$ cat config.mk
export PLATFORM = sky130hd
export DESIGN_NAME = servo_tester_mode_controller_core
export DESIGN_NICKNAME = d
export VERILOG_FILES = /design/src/design/stmc_pkg.sv /design/src/design/servo_tester_mode_controller_core.sv /design/src/design/stmc_cfg_regs.sv /design/src/design/stmc_step.sv
export SDC_FILE = /design/constraint.sdc
export NUM_CORES = 1
export LEC_CHECK = 0
export ABC_AREA = 1
export ABC_CLOCK_PERIOD_IN_PS = 7700
export BUFFER_PORTS_ARGS = -buffer_cell sky130_fd_sc_hd__buf_2
export CORE_UTILIZATION = 40
export DETAILED_ROUTE_END_ITERATION = 10
export SLEW_MARGIN = 20
export SYNTH_ARGS = -nofsm -noshare
export SYNTH_HDL_FRONTEND = slang
export SYNTH_SLANG_ARGS = --single-unit
$ cat constraint.sdc
create_clock -name clk_i -period 7.7 [get_ports clk_i]
set_clock_uncertainty 0.2 [all_clocks]
set_input_delay 0.77 -clock clk_i [delete_from_list [all_inputs] [get_ports clk_i]]
set_output_delay 0.77 -clock clk_i [all_outputs]
set_load 0.02 [all_outputs]
$ cat src/design/stmc_pkg.sv
package stmc_pkg;

  // Hard ceiling on any pulse width, in ticks
  localparam logic [14:0] PULSE_CEIL = 15'd20000;

  // Register reset values
  localparam logic [14:0] PULSE_MIN_RST   = 15'd1100;
  localparam logic [14:0] PULSE_MAX_RST   = 15'd1900;
  localparam logic [9:0]  FOLLOW_GAIN_RST = 10'd799;

  // Register indexes (byte address / 4)
  localparam logic [1:0] REG_PULSE_MIN   = 2'd0;
  localparam logic [1:0] REG_PULSE_MAX   = 2'd1;
  localparam logic [1:0] REG_FOLLOW_GAIN = 2'd2;

  // Mode codes
  localparam logic [1:0] MODE_FOLLOW = 2'd0;
  localparam logic [1:0] MODE_CENTER = 2'd1;
  localparam logic [1:0] MODE_SWEEP  = 2'd2;

  // Bar thresholds; segment k lights when the sample is strictly above entry k
  localparam logic [7:0][9:0] BAR_THR = {
    10'd1020, 10'd896, 10'd768, 10'd640, 10'd512, 10'd384, 10'd256, 10'd128
  };

  typedef struct packed {
    logic [14:0] pulse_min;
    logic [14:0] pulse_max;
    logic [9:0]  follow_gain;
  } cfg_t;

  typedef struct packed {
    logic [1:0]  mode;
    logic        sweep_down;
    logic [14:0] pulse;
  } state_t;

  typedef struct packed {
    logic [14:0] pulse_width;
    logic [2:0]  mode_lamps;
    logic [7:0]  bar_pattern;
  } result_t;

endpackage

$ cat src/design/servo_tester_mode_controller_core.sv
// An accepted input goes through the input register, then the result register.
// Throughput: one transaction per cycle; mode, sweep direction and pulse
//   feed back through a single register, so items wait only on an m_axis stall.
// Reset (rst_ni low, asynchronous): both pipeline stages empty, mode follow,
//   sweep upward, pulse 0, registers at 1100 / 1900 / 799.
module servo_tester_mode_controller_core
  import stmc_pkg::*;
(
  input  logic        clk_i,
  input  logic        rst_ni,
  // Input stream
  input  logic        s_axis_tvalid,
  output logic        s_axis_tready,
  input  logic [15:0] s_axis_tdata,   // [9:0] adc_sample, [15:10] zero
  input  logic        s_axis_tuser,   // [0] button_event
  // Result stream
  output logic        m_axis_tvalid,
  input  logic        m_axis_tready,
  output logic [31:0] m_axis_tdata,   // [7:0] bar_pattern, [10:8] mode_lamps,
                                      // [25:11] pulse_width, [31:26] zero
  // Register port
  input  logic        psel,
  input  logic        penable,
  input  logic        pwrite,
  input  logic [3:0]  paddr,
  input  logic [31:0] pwdata,
  output logic [31:0] prdata,
  output logic        pready
);

  cfg_t        cfg;

  // Input stage
  logic        in_vld_q;
  logic [9:0]  in_sample_q;
  logic        in_press_q;

  // Persistent controller state
  state_t      state_q;
  state_t      state_d;

  // Result stage
  logic        out_vld_q;
  result_t     out_q;
  result_t     result_d;

  logic        advance;

  assign pready = 1'b1;

  stmc_cfg_regs u_cfg (
    .clk_i     (clk_i),
    .rst_ni    (rst_ni),
    .psel_i    (psel),
    .penable_i (penable),
    .pwrite_i  (pwrite),
    .paddr_i   (paddr),
    .pwdata_i  (pwdata),
    .prdata_o  (prdata),
    .cfg_o     (cfg)
  );

  stmc_step u_step (
    .cfg_i          (cfg),
    .state_i        (state_q),
    .adc_sample_i   (in_sample_q),
    .button_event_i (in_press_q),
    .state_o        (state_d),
    .result_o       (result_d)
  );

  // The held item moves into the result register when that slot is free or
  // being drained this cycle; state commits in the same cycle.
  assign advance       = in_vld_q & (~out_vld_q | m_axis_tready);
  assign s_axis_tready = ~in_vld_q | advance;

  always_ff @(posedge clk_i or negedge rst_ni) begin
    if (!rst_ni) begin
      in_vld_q           <= 1'b0;
      out_vld_q          <= 1'b0;
      state_q.mode       <= MODE_FOLLOW;
      state_q.sweep_down <= 1'b0;
      state_q.pulse      <= 15'd0;
    end else begin
      if (s_axis_tready) begin
        in_vld_q <= s_axis_tvalid;
      end
      if (advance) begin
        out_vld_q <= 1'b1;
        state_q   <= state_d;
      end else if (m_axis_tready) begin
        out_vld_q <= 1'b0;
      end
    end
  end

  // Payload registers, no reset needed
  always_ff @(posedge clk_i) begin
    if (s_axis_tready && s_axis_tvalid) begin
      in_sample_q <= s_axis_tdata[9:0];
      in_press_q  <= s_axis_tuser;
    end
    if (advance) begin
      out_q <= result_d;
    end
  end

  assign m_axis_tvalid = out_vld_q;
  assign m_axis_tdata  = {6'd0, out_q.pulse_width, out_q.mode_lamps, out_q.bar_pattern};

endmodule

$ cat src/design/stmc_cfg_regs.sv
module stmc_cfg_regs
  import stmc_pkg::*;
(
  input  logic        clk_i,
  input  logic        rst_ni,
  input  logic        psel_i,
  input  logic        penable_i,
  input  logic        pwrite_i,
  input  logic [3:0]  paddr_i,
  input  logic [31:0] pwdata_i,
  output logic [31:0] prdata_o,
  output cfg_t        cfg_o
);

  cfg_t       cfg_q;
  logic       wr_en;
  logic [1:0] reg_idx;

  assign reg_idx = paddr_i[3:2];
  // pready is tied high, so every access phase completes
  assign wr_en   = psel_i & penable_i & pwrite_i;

  always_ff @(posedge clk_i or negedge rst_ni) begin
    if (!rst_ni) begin
      cfg_q.pulse_min   <= PULSE_MIN_RST;
      cfg_q.pulse_max   <= PULSE_MAX_RST;
      cfg_q.follow_gain <= FOLLOW_GAIN_RST;
    end else if (wr_en) begin
      case (reg_idx)
        REG_PULSE_MIN:   cfg_q.pulse_min   <= pwdata_i[14:0];
        REG_PULSE_MAX:   cfg_q.pulse_max   <= pwdata_i[14:0];
        REG_FOLLOW_GAIN: cfg_q.follow_gain <= pwdata_i[9:0];
        default: ;
      endcase
    end
  end

  always_comb begin
    case (reg_idx)
      REG_PULSE_MIN:   prdata_o = {17'd0, cfg_q.pulse_min};
      REG_PULSE_MAX:   prdata_o = {17'd0, cfg_q.pulse_max};
      REG_FOLLOW_GAIN: prdata_o = {22'd0, cfg_q.follow_gain};
      default:         prdata_o = 32'd0;
    endcase
  end

  assign cfg_o = cfg_q;

endmodule

$ cat src/design/stmc_step.sv
module stmc_step
  import stmc_pkg::*;
(
  input  cfg_t        cfg_i,
  input  state_t      state_i,
  input  logic [9:0]  adc_sample_i,
  input  logic        button_event_i,
  output state_t      state_o,
  output result_t     result_o
);

  logic [14:0] lo;
  logic [14:0] hi;
  logic [1:0]  mode_nxt;
  logic [19:0] prod;
  logic [15:0] follow_sum;
  logic [14:0] follow_pulse;
  logic [15:0] mid_sum;
  logic [14:0] up_pulse;
  logic        up_down;
  logic [14:0] dn_pulse;
  logic        dn_down;
  logic [7:0]  bar;

  assign lo = (cfg_i.pulse_min > PULSE_CEIL) ? PULSE_CEIL : cfg_i.pulse_min;
  assign hi = (cfg_i.pulse_max > PULSE_CEIL) ? PULSE_CEIL : cfg_i.pulse_max;

  // Press advances the mode; an out-of-range code wraps to follow
  always_comb begin
    if (!button_event_i) begin
      mode_nxt = state_i.mode;
    end else if (state_i.mode >= MODE_SWEEP) begin
      mode_nxt = MODE_FOLLOW;
    end else begin
      mode_nxt = state_i.mode + 2'd1;
    end
  end

  // Follow: lo + floor(sample * gain / 1024), saturated
  assign prod         = 20'(adc_sample_i) * 20'(cfg_i.follow_gain);
  assign follow_sum   = {1'b0, lo} + 16'(prod[19:10]);
  assign follow_pulse = (follow_sum > 16'(PULSE_CEIL)) ? PULSE_CEIL : follow_sum[14:0];

  // Center
  assign mid_sum = {1'b0, lo} + {1'b0, hi};

  // Sweep, up phase then down phase within one step
  always_comb begin
    if (!state_i.sweep_down) begin
      up_pulse = state_i.pulse + 15'd1;
      up_down  = (up_pulse >= hi);
    end else begin
      up_pulse = state_i.pulse;
      up_down  = 1'b1;
    end
    if (up_down) begin
      dn_pulse = (up_pulse != 15'd0) ? (up_pulse - 15'd1) : 15'd0;
      dn_down  = (dn_pulse > lo);
    end else begin
      dn_pulse = up_pulse;
      dn_down  = 1'b0;
    end
  end

  always_comb begin
    state_o.mode = mode_nxt;
    case (mode_nxt)
      MODE_FOLLOW: begin
        state_o.pulse      = follow_pulse;
        state_o.sweep_down = state_i.sweep_down;
        result_o.mode_lamps = 3'b001;
      end
      MODE_CENTER: begin
        state_o.pulse      = mid_sum[15:1];
        state_o.sweep_down = 1'b0;
        result_o.mode_lamps = 3'b010;
      end
      MODE_SWEEP: begin
        state_o.pulse      = dn_pulse;
        state_o.sweep_down = dn_down;
        result_o.mode_lamps = 3'b100;
      end
      default: begin
        state_o.pulse      = state_i.pulse;
        state_o.sweep_down = state_i.sweep_down;
        result_o.mode_lamps = 3'b000;
      end
    endcase
    result_o.bar_pattern = bar;
    result_o.pulse_width = state_o.pulse;
  end

  always_comb begin
    for (int k = 0; k < 8; k++) begin
      bar[k] = (adc_sample_i > BAR_THR[k]);
    end
  end

endmodule

# Yosys cells after proc, flatten, opt, wreduce, memory -nomap -nowiden
# Cells that the tools add are included.
[word_totals]
regBits = 97
romBits = 0
elab_cells = 70
ramBits = 0
mem_count = 0
latch_bits = 0
[classes]
reduce_logical = 10
n_mux = 15
magnitude_cmp = 14
n_eq_ne = 4
n_bitwise = 8
div_mod_pow = 0
shift = 0
addsub = 5
n_mul = 1
[op_table]
columns = ["cell", "count"]
rows = [
  ["2-to-1 mux 15 bit", 6],
  ["> comparator 10 bit (second input constant)", 5],
  ["case mux 16 bit (3 select lines)", 1],
  ["case mux 15 bit (3 select lines)", 1],
  ["> comparator 15 bit (second input constant)", 2],
  ["> comparator 10 x 9 -> 1 bit (second input constant)", 2],
  ["multiplier 10 x 10 -> 20 bit", 1],
  ["adder 15 x 10 -> 16 bit", 1],
  ["adder 15 x 15 -> 16 bit", 1],
  ["> comparator 16 x 15 -> 1 bit (second input constant)", 1],
  ["adder 15 x 1 -> 15 bit (second input constant)", 1],
  ["greater-or-equal comparator 15 bit", 1],
  ["> comparator 15 bit", 1],
  ["nonzero test 15 bit", 1],
  ["subtractor 15 x 1 -> 15 bit (second input constant)", 1],
  ["> comparator 10 x 8 -> 1 bit (second input constant)", 1],
  ["case mux 3 bit (3 select lines)", 1],
  ["AND reduction 2 bit", 3],
  ["equality test 2 x 1 -> 1 bit (second input constant)", 2],
  ["equality test 2 bit (second input constant)", 2],
  ["logical NOT 2 bit", 2],
  ["2-to-1 mux 1 bit", 4],
  ["2-to-1 mux 2 bit", 2],
  ["nonzero test 2 bit", 2],
  ["other kinds (7)", 12],
]

# Depth between registers and ports, before layout
# Gate-level depths: netlist (run 1).
[depth]
ltp_word = 7
depth_mapped = 42

# By module
# Synthesis (run 1) repeated with hierarchy kept, for this count alone.
[hier_totals]
hier_cells = 1713
hier_area_um2 = 11805.1
[modules_own_cells]
columns = ["mod", "cells_each", "area_each_um2", "instances", "seq_area_each_um2"]
rows = [
  ["stmc_step", 1320, 7752.4, 1, 0.0],
  ["servo_tester_mode_controller_core", 135, 2055.7, 1, 1611.5],
  ["stmc_cfg_regs", 258, 1996.9, 1, 1023.5],
]

# Least setup slack after synthesis (run 1)
# OpenSTA, ideal clock, no wires.
[synth_timing]
path_type = "reg2reg"
from = "reg u_cfg.cfg_q, in the netlist u_cfg.cfg_o[3]"
to = "reg out_q, in the netlist m_axis_tdata[15] (data pin)"
path_stages_with_launch = 36
arrival_ns = 6.583
path_slack_ns = 0.663
setup_ns = 0.255
synth_period_minus_slack_ns = 7.037
cell_sequence = "dfstp_2 > clkbuf_1 > nand2_1 > fa_1 > inv_1 > fa_1 > inv_1 > fa_1 > inv_1 > fa_1 > inv_1 > fa_1 > inv_1 > ha_1 > nand2_1 > nor4_1 > a21oi_1 > o21ai_0 > a21oi_1 > xor2_1 > ha_1 > nand2_1 > inv_1 > a21oi_1 > nand2_1 > a21oi_1 > nand3b_1 > inv_1 > nand2_1 > nand2_1 > nand3_1 > nand2_1 > buf_6 > nand3b_1 > nand3_1 > and2_1"
[synth_lines]
columns = ["item", "line_no", "text"]
rows = [
  ["start: declaration", "stmc_cfg_regs.sv:15", "cfg_t cfg_q;"],
  ["end signal: assignment", "servo_tester_mode_controller_core.sv:104", "out_q <= result_d;"],
  ["end: declaration", "servo_tester_mode_controller_core.sv:44", "result_t out_q;"],
]

==> results.ini, run 1 <==
[timing]
fin_setup_tns_ps = 0
final_min_period_over_clock_period_pct = 95.8
slew-limit-headroom_pct = 41.3
hold_viol = 0
final_period_minus_worst_setup_slack_ps = 7380
report.final.setup_viol = 0
worst_pin_slew_ps = 879
final_max_slew_viol_count = 0
achievable-frequency_mhz = 136

[global_route]
antenna_found_initial = 0
grt_max_degree = 61
grt_first_pass_wirelength_microns = 51700
number_of_global_route_vias_before_repair = 9957
sum_of_overflow_across_all_layers_after_global_routing = 0
globalRouteTotalUtil_pct = 22.7

[detailed_routing]
detailroute.via_count = 10500
viasPerCell = 4.96
detail_route.wirelength_microns = 32100
ant_nets = 0
violation_count_after_the_first_detailed_route_iteration = 695
routedWlPerCell_microns = 15.1
drt_pass1_iterations = 5
drcViolationCount = 0

[clock_network]
cts.sinks = 97
clk_latency_ps = 360
cts_root_buffer = sky130_fd_sc_hd__clkbuf_16
cts_made_buffers = 9
cts_max_level = 3
clock_tree_from_tritoncts = yes
hold_buffers = 0
clk_path_buf_depth = 2
clk_pin_slew_worst_paths_ps = 70

[die]
placement_rows = 61
core-area_sq_mm = 0.0281
initial_utilization_pct = 41.2
design.die.area_sq_mm = 0.0296
floorplan.die.width_microns = 172
design.portCount = 127
dieHeight_microns = 172

[synthesis]
yosys.area_share.xor_xnor_pct = 1.28
synthesis.area_sq_mm = 0.0116
synth-compound-area-share_pct = 10.5
synth.top_cells.by_count = sky130_fd_sc_hd__nand2_1, sky130_fd_sc_hd__inv_1, sky130_fd_sc_hd__ha_1, sky130_fd_sc_hd__nor2_1, sky130_fd_sc_hd__nand3_1
ys_top_cells_by_area = sky130_fd_sc_hd__nand2_1, sky130_fd_sc_hd__ha_1, sky130_fd_sc_hd__fa_1, sky130_fd_sc_hd__inv_1, sky130_fd_sc_hd__edfxtp_1
synthMostInstantiatedCell = sky130_fd_sc_hd__nand2_1
synth_fa_ha_area_share_pct = 23.2
postSynthAreaPerCell_sq_um = 6.96
synth_top_family_by_area = simple AND/OR/NAND/NOR gates
synthFlopType = sky130_fd_sc_hd__dfrtp_1
synthDominantAreaCellType = sky130_fd_sc_hd__nand2_1
synthCells = 1662
ys_ff_latch = 97
synth.mux.area_fraction_pct = 0
netlist.area_leader.share_pct = 16.0
synth_seq_area_share_pct = 22.8
synth_enable_flop_cells = 37
synthSimpleGateAreaFrac_pct = 28.3
synthDistinctLibCells = 54
async_s_r_ff_share_synth_pct = 61.9
yosysWarningCount = 0

[pwr]
switching_share_of_power_pct = 55.9
comb_power_share_pct = 78.5
p_per_area_mw_per_mm2 = 499
power.leakage_nw = 7.18
clockPowerShare_pct = 7.2
power.net_switching_mw = 3.57
irDropWorstVdd_v = 0.000329
intPower_mw = 2.82
power.sequential.fraction_pct = 14.3

[layout]
share_of_cells_above_drive_strength_1_pct = 12.9
area.growth.synth_to_final_pct = 10.8
n_fill_cell = 2987
finish.utilization_pct = 45.6
num-nets-final = 1973
insertedDiodeCount = 0
final_cell_count_no_fill = 2119

[critical_path]
timing_worst_setup_path_type = register to register
critPathCaptureType = register
crit_fanout = 12
worst_ep_arrival_time_ps = 7300
cp.depth = 32
setup.worst_path.start_class = register
crit_slowest_cell = sky130_fd_sc_hd__dfstp_2
cp.required_ps = 7620
reg2regPathDepth = 32
cp_common_cell = sky130_fd_sc_hd__inv_1
r2r-start = u_cfg.cfg_o[3]
regToRegEndpoint = m_axis_tdata[15]
count_of_buffer_and_inverter_cells_on_the_critical_path = 7
setup.reg_to_reg.worst_slack_ps = 320
timing.critical_path.slowest_cell_delay_ps = 600
crit_family = adder cells

[place]
post-place-cells = 2097
io_buffer_count = 77
place_hpwl_microns = 26200
gp_routability_congestion = 0.920

[run]
cap_viol_max_count = 0

[worst_hold_path]
whs_path_depth = 2
timing.hold.worst.start = u_cfg.cfg_o[23]
hold_end = u_cfg.cfg_o[23]
hold_path_class = register to register

[status]
run_status = completed

-- layout by cell type, fill, tap and decap left out, types with 11 or more instances in the layout --
master	synthesis	final
sky130_fd_sc_hd__fa_1	63	63
sky130_fd_sc_hd__nor2_1	89	88
sky130_fd_sc_hd__nand2_1	492	485
sky130_fd_sc_hd__nand2_2	9	16
sky130_fd_sc_hd__dfrtp_1	42	42
sky130_fd_sc_hd__o21ai_0	77	76
sky130_fd_sc_hd__inv_1	311	311
sky130_fd_sc_hd__buf_4	28	39
sky130_fd_sc_hd__buf_2	2	77
sky130_fd_sc_hd__ha_1	114	112
sky130_fd_sc_hd__dfstp_2	18	18
sky130_fd_sc_hd__a21oi_1	71	66
sky130_fd_sc_hd__nand4_1	24	24
sky130_fd_sc_hd__conb_1	2	24
sky130_fd_sc_hd__edfxtp_1	37	37
sky130_fd_sc_hd__or2_2	11	11
sky130_fd_sc_hd__xor2_1	12	11
sky130_fd_sc_hd__nand3_1	88	84
-- metal layers --
| layer | track usage, % | vias to the layer above | wire length (microns) |
|---|---|---|---|
| li1 | - | 5339 | - |
| met1 | 34.0 | 4825 | 15900 |
| met2 | 34.2 | 314 | 13700 |
| met3 | 3.32 | 31 | 2000 |
| met4 | 4.77 | 0 | 429 |
| met5 | 0 | - | 0 |
-- worst min-delay path, cell delays in order (launching register included) --
cell and delay [ps]:
sky130_fd_sc_hd__dfrtp_1 350, sky130_fd_sc_hd__nand2_1 50, sky130_fd_sc_hd__o21ai_0 60
-- logic make-up (layout without fill, tap and decap cells) --
logic type,after synthesis,after routing
DFF,97,97
other,2,24
adders and majority gates,177,177
AOI/OAI and AO/OA,211,211
xor gates and xnor gates,16,16
and+or+nand+nor,765,765
buffers and inverters,394,451
-- per-stage QoR --
step           cell area, sq um  hold WS (ps)  total power, mW  setup slack, ps
6_report                  12800           290             6.39              320
3_5_place_dp              12400           275             5.65              238
3_3_place_gp              12400           268             5.59              216
4_1_cts                   12700           294             6.14              200
5_1_grt                   12800           316             7.12            -38.2
2_1_floorplan             11700           253             4.45              663
-- area by class of cell --
cell class	instances	area, sq um	share of cell area, %
well taps	378	473	3.69
clock buffers	9	225	1.76
clock inverters	7	65.1	0.508
flip-flops and latches	97	2640	20.6
inverters	318	1190	9.31
multi-input cells	1193	7530	58.7
repair buffers	117	698	5.45
-- power groups by stage --
stage | clock network [mW] | logic [mW] | registers [mW]
floorplan | 0 | 3.54 | 0.907
global placement | 0 | 4.68 | 0.919
detailed placement | 0 | 4.73 | 0.923
CTS | 0.466 | 4.76 | 0.913
global route | 0.485 | 5.70 | 0.937
finish | 0.459 | 5.02 | 0.913
-- what timing repair did --
item	CTS	global route
gates resized for setup	0	27
setup endpoints to repair	0	25
setup buffers	0	6
-- sequential cells by signal, indices dropped and copies added, names as in the netlist --
register       flops
u_cfg.cfg_o       40
in_vld_q           1
m_axis_tdata      26
m_axis_tvalid      1
in_press_q         1
in_sample_q       10
state_q           18
-- how the worst max path moves through the flow --
stage | start | end | slack (ps)
floorplan | u_cfg.cfg_o[3] | m_axis_tdata[15] | 660
global placement | u_cfg.cfg_o[3] | m_axis_tdata[15] | 220
detailed placement | u_cfg.cfg_o[3] | m_axis_tdata[15] | 240
CTS | u_cfg.cfg_o[3] | m_axis_tdata[15] | 200
global route | u_cfg.cfg_o[3] | m_axis_tdata[15] | -40
finish | u_cfg.cfg_o[3] | m_axis_tdata[15] | 320
Note: power is estimated with default switching activity, not from simulation.
==> inputs of run 2 (changes only) <==
- ABC_CLOCK_PERIOD_IN_PS: 7700 -> 6500
- clock period: 7.7 -> 6.5 ns (I/O delays scaled with it)
==> run 2 against run 1 <==
- the flow now finishes with violations (negative setup slack)
- via count up 4.1%
- register-to-register slack worse by 930 ps
- count of clock-buffer cells in the layout grew 3
- cell count rose by 3.0%
- core utilization grew 2.7 points
- fmax rose by 3.9%
- critical path depth up 3
- hold slack got worse by 45 ps
- global-route usage rose by 1.2 points
- critical endpoint unchanged
- largest cell class unchanged
==> results.ini, run 2 (synthesis gave the netlist of run 1 again) <==
[status]
run_status = finished, violations left
violations_in_the_final_reports = negative setup slack

[clock_network]
cts_made_buffers = 9  ; unchanged
clock_tree_from_tritoncts = yes
cts_max_level = 3  ; unchanged
cts_root_buffer = sky130_fd_sc_hd__clkbuf_16
clk_path_buf_depth = 2  ; unchanged
clk_pin_slew_worst_paths_ps = 80  ; about the same
cts.sinks = 97  ; unchanged
clk_latency_ps = 370  ; about the same

[detailed_routing]
detail_route.wirelength_microns = 33700  ; +5.0%
detailroute.via_count = 10900  ; +4.1%
ant_nets = 0  ; unchanged
drcViolationCount = 0  ; unchanged
viasPerCell = 5.01  ; +1.1%
routedWlPerCell_microns = 15.4  ; +2.0%
violation_count_after_the_first_detailed_route_iteration = 698  ; +0.43%
drt_pass1_iterations = 5  ; unchanged

[layout]
layout.cells.most_common_list = sky130_fd_sc_hd__nand2_1, sky130_fd_sc_hd__inv_1, sky130_fd_sc_hd__ha_1, sky130_fd_sc_hd__buf_4, sky130_fd_sc_hd__nor2_1
layout.cells.most_common = sky130_fd_sc_hd__nand2_1
largest_reg_flops = 40  ; unchanged
area.growth.synth_to_final_pct = 17.3
num-nets-final = 2037  ; +3.2%
insertedDiodeCount = 0  ; unchanged
share_of_cells_above_drive_strength_1_pct = 18.8  ; +5.9 points

[timing]
report.final.setup_viol = 30  ; +30
holdWs_ps = 245  ; -45.5 ps
worst_pin_slew_ps = 981  ; +102 ps
hold_viol = 0  ; unchanged
final_period_minus_worst_setup_slack_ps = 7110  ; -274 ps
achievable-frequency_mhz = 141  ; +3.9%
slew-limit-headroom_pct = 34.6  ; -6.6 points
final_max_slew_viol_count = 0  ; unchanged
grt_setup_unrepaired = true
final_min_period_over_clock_period_pct = 109  ; +13 points
layout_setup_ws_ps = -606  ; -926 ps

[place]
io_buffer_count = 77  ; unchanged
gp_routability_congestion = 0.914  ; -0.72%
place_hpwl_microns = 27200  ; +3.9%

[critical_path]
crit_slowest_cell = sky130_fd_sc_hd__dfstp_2
worst_ep_arrival_time_ps = 7030  ; -270 ps
count_of_buffer_and_inverter_cells_on_the_critical_path = 7  ; unchanged
timing_worst_setup_path_type = register to register
cp.required_ps = 6430  ; -1190 ps
crit_family = adder cells
crit_fanout = 6  ; -6
timing.critical_path.slowest_cell_delay_ps = 620  ; +20 ps
setup.worst_path.start_class = register
critPathCaptureType = register

[die]
floorplan.die.width_microns = 172  ; unchanged
design.die.area_sq_mm = 0.0296  ; unchanged
core-area_sq_mm = 0.0281  ; unchanged
design.portCount = 127  ; unchanged
placement_rows = 61  ; unchanged
initial_utilization_pct = 41.2  ; unchanged
dieHeight_microns = 172  ; unchanged

[global_route]
grt_first_pass_wirelength_microns = 54500  ; +5.4%
number_of_global_route_vias_before_repair = 10600  ; +6.4%
grt_max_degree = 61  ; unchanged
antenna_found_initial = 0  ; unchanged
globalRouteTotalUtil_pct = 23.8  ; +1.2 points
sum_of_overflow_across_all_layers_after_global_routing = 0  ; unchanged

[run]
cap_viol_max_count = 0  ; unchanged

[worst_hold_path]
hold_path_class = input pin to async pin

## run 2: path summary, 6_finish.rpt
| check | start | end | slack (ps) | cells after the start |
|---|---|---|---|---|
| min | rst_ni | state_q[10] | 240 | 2 |
| max | u_cfg.cfg_o[3] | m_axis_tdata[15] | -610 | 35 |
| min in group clk_i | s_axis_tdata[1] | in_sample_q[1] | 260 | 1 |
| max in group asynchronous | rst_ni | u_cfg.cfg_o[6] | 5210 | 2 |
| min reg2reg | u_cfg.cfg_o[23] | u_cfg.cfg_o[23] | 290 | 2 |
| max reg2reg | u_cfg.cfg_o[3] | m_axis_tdata[15] | -610 | 35 |
## run 2: per-layer routing
layer	wire, microns	vias to the layer above	track usage [%]
li1	-	5466	-
met2	16100	275	40.1
met5	0	-	0
met3	1490	52	3.04
met1	15200	5150	31.4
met4	883	0	8.20
## run 2: layout make-up
| type | count | area (sq um) |
|---|---|---|
| clock buffer | 12 | 258 |
| clock inverter | 4 | 33.8 |
| fill | 2943 | 14500 |
| inverter | 318 | 1190 |
| multi-input combinational | 1194 | 7800 |
| sequential | 97 | 2640 |
| tap | 378 | 473 |
| timing repair buffer | 180 | 1170 |
## run 2: timing repair
| item | 4_1_cts | 5_1_grt |
|---|---|---|
| hold endpoints to repair | 0 | 0 |
| resized for setup | 55 | 15 |
| cloned | 1 | 0 |
| endpoints found under the setup margin | 30 | 30 |
| pin swaps | 52 | 15 |
| setup buffers | 14 | 2 |
| hold buffers | 0 | 0 |
## run 2: metrics by stage
stage / std cells / instance area [sq um] / util [%] / setup TNS [ps] / worst slack [ps]
after floorplan: 1684 / 11800 / - / -363 / -147
after detailed placement: 2151 / 12900 / 45.8 / -18910 / -744
final: 2183 / 13600 / 48.3 / -15690 / -606
after global routing: 2183 / 13600 / 48.3 / -24980 / -913
after global placement: 2151 / 12900 / 45.8 / -16290 / -650
after CTS: 2181 / 13500 / 48.0 / -12940 / -508
Power of run 2 is left out: the tool's default activity adds up to more than one toggle a clock period on the data nets, which glitch-free logic cannot reach.
